## src/rtl/btu_pkg.sv

```systemverilog
// Shared types and constants for the breakpoint table unit.
package btu_pkg;

   localparam int TABLE_ENTRIES = 64;
   localparam int IDX_W = (TABLE_ENTRIES > 1) ? $clog2(TABLE_ENTRIES) : 1;
   localparam int CNT_W = $clog2(TABLE_ENTRIES + 1);

   localparam logic [2:0] OPC_SET     = 3'd0;
   localparam logic [2:0] OPC_CLEAR   = 3'd1;
   localparam logic [2:0] OPC_CHECK   = 3'd2;
   localparam logic [2:0] OPC_PRESENT = 3'd3;
   localparam logic [2:0] OPC_READ    = 3'd4;

   localparam logic [1:0] ST_OK    = 2'd0;
   localparam logic [1:0] ST_FULL  = 2'd1;
   localparam logic [1:0] ST_RANGE = 2'd2;

   localparam logic [30:0] ID_MAX = 31'h7FFF_FFFF;

   typedef enum logic [2:0] {
      OP_SET,
      OP_CLEAR,
      OP_CHECK,
      OP_PRESENT,
      OP_READ,
      OP_NONE
   } op_type;

   // Classified command passed from front to back
   typedef struct packed {
      op_type      op;
      logic [29:0] key_word;
      logic        key_ok;
      logic        clear_all;
      logic        temp;
      logic [31:0] skip;
      logic [30:0] tid;
      logic [5:0]  idx;
   } cmd_type;

   // One table entry
   typedef struct packed {
      logic [29:0] word;
      logic [30:0] id;
      logic [31:0] hits;
      logic [31:0] skip;
      logic        temp;
   } slot_type;

   typedef enum logic [2:0] {
      BK_IDLE,
      BK_SCAN_ADDR,
      BK_SCAN_TEST,
      BK_MOVE_RD,
      BK_MOVE_WR,
      BK_READ_DATA
   } bk_state_type;

endpackage

```

## src/rtl/btu_front.sv

```systemverilog
// Front end: accepts request beats, classifies them and queues commands.
module btu_front import btu_pkg::*; (
   input  logic        clock,
   input  logic        reset,
   input  logic        req_valid,
   output logic        req_stall,
   input  logic [2:0]  req_opcode,
   input  logic [31:0] req_address,
   input  logic        req_temporary_flag,
   input  logic [31:0] req_skip_hits,
   input  logic [30:0] req_target_id,
   input  logic [5:0]  req_entry_index,
   output logic        cmd_valid,
   output cmd_type     cmd_head,
   input  logic        cmd_pop
);

   cmd_type    q_ff [2];
   logic       wr_ptr_ff, rd_ptr_ff;
   logic [1:0] count_ff;
   cmd_type    cmd_in;
   logic       push;

   // Decode opcode and precompute match keys
   always_comb begin
      cmd_in.key_word  = req_address[31:2];
      cmd_in.key_ok    = (req_address[1:0] == 2'b00);
      cmd_in.clear_all = (req_target_id == 31'd0);
      cmd_in.temp      = req_temporary_flag;
      cmd_in.skip      = req_skip_hits;
      cmd_in.tid       = req_target_id;
      cmd_in.idx       = req_entry_index;
      unique case (req_opcode)
         OPC_SET: begin
            cmd_in.op     = OP_SET;
            cmd_in.key_ok = 1'b1;
         end
         OPC_CLEAR:   cmd_in.op = OP_CLEAR;
         OPC_CHECK:   cmd_in.op = OP_CHECK;
         OPC_PRESENT: cmd_in.op = OP_PRESENT;
         OPC_READ:    cmd_in.op = OP_READ;
         default:     cmd_in.op = OP_NONE;
      endcase
   end

   assign req_stall = (count_ff == 2'd2);
   assign push      = req_valid && !req_stall;
   assign cmd_valid = (count_ff != 2'd0);
   assign cmd_head  = q_ff[rd_ptr_ff];

   // Two-deep command queue
   always_ff @(posedge clock) begin
      if (push) begin
         q_ff[wr_ptr_ff] <= cmd_in;
      end
      if (reset) begin
         wr_ptr_ff <= 1'b0;
         rd_ptr_ff <= 1'b0;
         count_ff  <= 2'd0;
      end else begin
         if (push) wr_ptr_ff <= !wr_ptr_ff;
         if (cmd_pop) rd_ptr_ff <= !rd_ptr_ff;
         count_ff <= count_ff + {1'b0, push} - {1'b0, cmd_pop};
      end
   end

endmodule

```

## config.mk

```make
export PLATFORM = sky130hd
export DESIGN_NAME = btu_front
export DESIGN_NICKNAME = d
export VERILOG_FILES = /design/src/rtl/btu_pkg.sv /design/src/rtl/btu_front.sv
export SDC_FILE = /design/constraint.sdc
export NUM_CORES = 1
export LEC_CHECK = 0
export BUFFER_PORTS_ARGS = -buffer_cell sky130_fd_sc_hd__buf_2
export CAP_MARGIN = 20
export CORE_MARGIN = 1
export CORE_UTILIZATION = 56
export CTS_CLUSTER_DIAMETER = 30
export CTS_CLUSTER_SIZE = 10
export DETAILED_ROUTE_END_ITERATION = 8
export PLACE_DENSITY = 0.84
export SETUP_SLACK_MARGIN = 0.15
export SYNTH_ARGS = -nofsm -noshare
export SYNTH_HDL_FRONTEND = slang
export SYNTH_SLANG_ARGS = --single-unit
```

## constraint.sdc

```tcl
create_clock -name clock -period 5.4 [get_ports clock]
set_input_delay 1.08 -clock clock [delete_from_list [all_inputs] [get_ports clock]]
set_output_delay 1.08 -clock clock [all_outputs]
set_load 0.02 [all_outputs]
```

# After elaboration in Yosys (flattened, before gate mapping)
# Memories as Yosys holds them, arrays and structs flattened. A register that Yosys moved wholly into a read port is not among the register bits.
# Cells that the tools add are included.
# W data, S select, Z words.
# totals
ff_bits	4
inputBits	109
output_inout_bits	107
memories	1
word_cells	25
ram_bits	210
# mem_list
memory	depth	width	read_ports	rd_ports_with_merged_regs	wr	line_no	text
q_ff	2	105	1	1	1	btu_front.sv:18	cmd_type q_ff [2];
# classes
eq_ne	5
n_reduce_logical	8
n_mux	6
addsub	2
# op_table
cell	n
$logic_not A31 Y1	1
$pmux W3 S5	1
$eq A3 B2 Y1 const B	2
$mux W1	5
$eq A3 B1 Y1 const B	1
$eq A3 B3 Y1 const B	1
$logic_not A1 Y1	3
$logic_not A3 Y1	1
$add A2 B1 Y2	1
$eq A2 B2 Y1 const B	1
$logic_not A2 Y1	1
$reduce_bool A2 Y1	1
$sub A2 B1 Y2	1
$logic_and A1 B1 Y1	1

# Longest topological paths before layout
# depth
ltp_word	5
mapped_depth	8
mapped_depth_nobuf	8

# Worst setup path before layout
# OpenSTA, ideal clock, no wires.
# synth_path
path_kind	input -> register
from	in req_valid
to	mem q_ff[1][0] (netlist bit), enable pin
setup_time_ns	0.476
n_path_buf	0
required_ns	4.924
t_arrival_ns	3.558
stages	1
path_slack_ns	1.365
path_cell_list	and3_1
# synth_via
elab_chain_cells	3
# synth_lines
item	line_no	text
start: declaration	btu_front.sv:5	input logic req_valid,
$logic_and A1 B1 Y1	btu_front.sv:47	assign push = req_valid && !req_stall;
$mux W1	btu_front.sv:53	if (push) begin
$mux W1 (not written as such)	btu_front.sv:54	q_ff[wr_ptr_ff] <= cmd_in;
end: declaration	btu_front.sv:18	
# No other way between the ends.

==> results_dict.tcl <==
set metrics [dict create \
    outcome "complete, no violations" \
    final.fill_count 823 \
    p_leak_nw 4.138 \
    min_period_ns 3.147 \
    hold_path.class "flop to flop" \
    worst_ep_arrival_time_ns 2.07 \
    hold_slack_ns 0.5297 \
    clk_latency_ns 0.48 \
    clockRootBuffer "clkbuf_16" \
    seq_area_frac_synth_pct 78.66 \
    syn_inst 368 \
    layout-drive-gt1-share_pct 59.97 \
    maxCapViolations 0 \
    synth_seq_cells 215 \
    clkSinkCount 215 \
    wl_per_cell_um 17.78 \
    synth_cell_types 28 \
    path_class "flop to output port" \
    routed_via_density 5.145 \
    synth_warnings 0 \
    start_util_pct 58.00 \
    synth_xor_area_share_pct 0.2151 \
    synth.mux.area_fraction_pct 16.82 \
    slew_headroom_pct 35.64 \
    path_max_fanout 43 \
    tightest_slew_ns 0.9655 \
    synth_compound_area_share_pct 0.3226 \
    synthAdderAreaFrac_pct 0.3073 \
    grt_usage_pct 19.27 \
    area_delta_synth_final_pct 30.05 \
    nNetsFinal 725 \
    p_per_area_nw_per_um2 463.4 \
    utilization_pct 75.43 \
    cts-resized-gates 0 \
    grt_max_degree 88 \
    setup_tns_ns 0 \
    dr_total_vias 4234 \
    syn_area_um2 8144 \
    dp.cells 753 \
    htreeDepth 2 \
    gp_congestion 0.7911 \
    regToRegSetupSlack_ns 3.07 \
    syn-num-nets 479 \
    slew_violations 0 \
    slowest_delay_ns 0.69 \
    finalHoldViolCount 0 \
    setup_ws_ns 2.253 \
    die-area_um2 15030 \
    cts.clk_slew.worst_paths_ns 0.05 \
    synth_top_family_by_area "multiplexers" \
    setup_viol 0 \
    syn_area_per_cell_um2 22.13 \
    fin_crit_sh_pct 58.27 \
    end_kind "output port" \
    crit_slowest_cell "dfxtp_4" \
    dp_hpwl_um 9353 \
    crit_chain "buf_12, mux2_2, buf_2" \
    port_buffers 215 \
    antenna_found_initial 1 \
    dr.pass1.iters 6 \
    core_area_um2 14040 \
    drtIter0Drc 224 \
    cts_buffers 37 \
    grt_pass1_wl_um 21820 \
    skew_ns 0.01486 \
    cp.required_ns 4.32 \
    peakVddDrop_v 0.0003283 \
    grt_overflow 0 \
    die_w_um 122.6 \
    rows 43 \
    register_area_um2 6410 \
    drc 0 \
    cts_buffer_depth 3 \
    ant_nets 0 \
    fmax_ghz 0.3178 \
    grt_setup_unrepaired "false" \
    num_io_pins 216 \
    final_cells 823 \
    pre_cts_ws_ns 2.126 \
    synth-simple-area-share_pct 1.582 \
    multi_input_area_um2 1573 \
    cp-start-kind "flop" \
    grt_pass1_vias 4423 \
    hold_buffers 0 \
    cts_tree "yes" \
    chipHeight_um 122.6 \
    postCtsSetupBuffers 0 \
    wirelength_um 14630 \
]
-- kinds of logic (layout without fill, tap and decap cells) --
family	Yosys count	in the layout
xor+xnor	2	2
buf+inv	17	291
fa+ha+maj	2	2
mux	105	105
other cells	0	1
flops	215	215
compound gates	4	4
simple gates	23	23
-- power breakdown --
group          switching [mW]  internal, mW  leakage, nW  total, mW
Sequential             0.0495          2.02         2.00       2.07
Clock                   0.724          1.46        0.576       2.18
Combinational           0.383         0.271         1.56      0.653
Total                    1.16          3.75         4.14       4.91
-- cell type report --
class / instances / share of cell area, %
Inverter: 4 / 0.1654
Multi-Input combinational cell: 136 / 14.85
Clock buffer: 44 / 9.392
Sequential cell: 215 / 60.52
Tap cell: 180 / 2.126
Clock inverter: 23 / 1.985
Timing Repair Buffer: 220 / 10.94
Antenna cell: 1 / 0.02363
-- layer usage --
| layer | global-route usage [%] | wire [um] | share of wire [%] |
|---|---|---|---|
| met5 | 0 | 0 | 0 |
| met4 | 5.640 | 171 | 1.2 |
| met3 | 7.110 | 1342 | 9.2 |
| met2 | 33.11 | 7360 | 50 |
| met1 | 22.60 | 5756 | 39 |
-- placed cells by master, fill, tap and decap left out, types with 5 or more instances in the layout --
cell type / count
buf_2: 215
clkbuf_1: 5
clkbuf_16: 39
clkinv_1: 6
clkinv_2: 5
clkinvlp_4: 5
edfxtp_1: 210
mux2_2: 55
mux2_4: 50
nor4_1: 7
-- critical path: cells and delay by family, from the launching register on --
kind	cells	cell delay (ns)
flip-flops	1	0.69
multiplexers	1	0.39
buffers and inverters	2	0.48
-- stage by stage --
step           power (mW)  area [um^2]
6_report            4.908        10590
5_1_grt             5.075        10590
4_1_cts             4.945        10540
3_5_place_dp        2.750         9336
3_3_place_gp        2.726         9336
2_1_floorplan       2.548         8144
-- flip-flops by register name (all words and copies together) (netlist names), named ones only --
name,flops
wr_ptr_ff,1
q_ff,210
rd_ptr_ff,1
count_ff,2
-- path summary, 6_finish.rpt --
check         startpoint            to  cells past startpoint
max                 flop  cmd_head[33]                      3
min            rd_ptr_ff          flop                      2
max reg2reg  count_ff[0]   q_ff[1][82]                      3
min reg2reg    rd_ptr_ff          flop                      2
-- cells in the mapped netlist (all sizes together) --
cell type  instances  area share [%]
a21o               1           0.092
a21oi              1           0.061
and2               1           0.077
and3               1           0.077
buf               12             1.9
clkbuf             1           0.046
dfxtp              5             1.2
edfxtp           210              77
ha                 2            0.31
inv                4            0.18
mux2             105              17
nand2              1           0.046
nand2b             1           0.077
nand4              2            0.15
nor2               4            0.18
nor2b              2            0.15
nor3               2            0.12
nor4               7            0.54
o21ai              1           0.061
o32ai              1            0.11
or2                1           0.077
or3                1           0.077
xnor2              1            0.11
xor2               1            0.11
(Power assumes the default switching activity.)
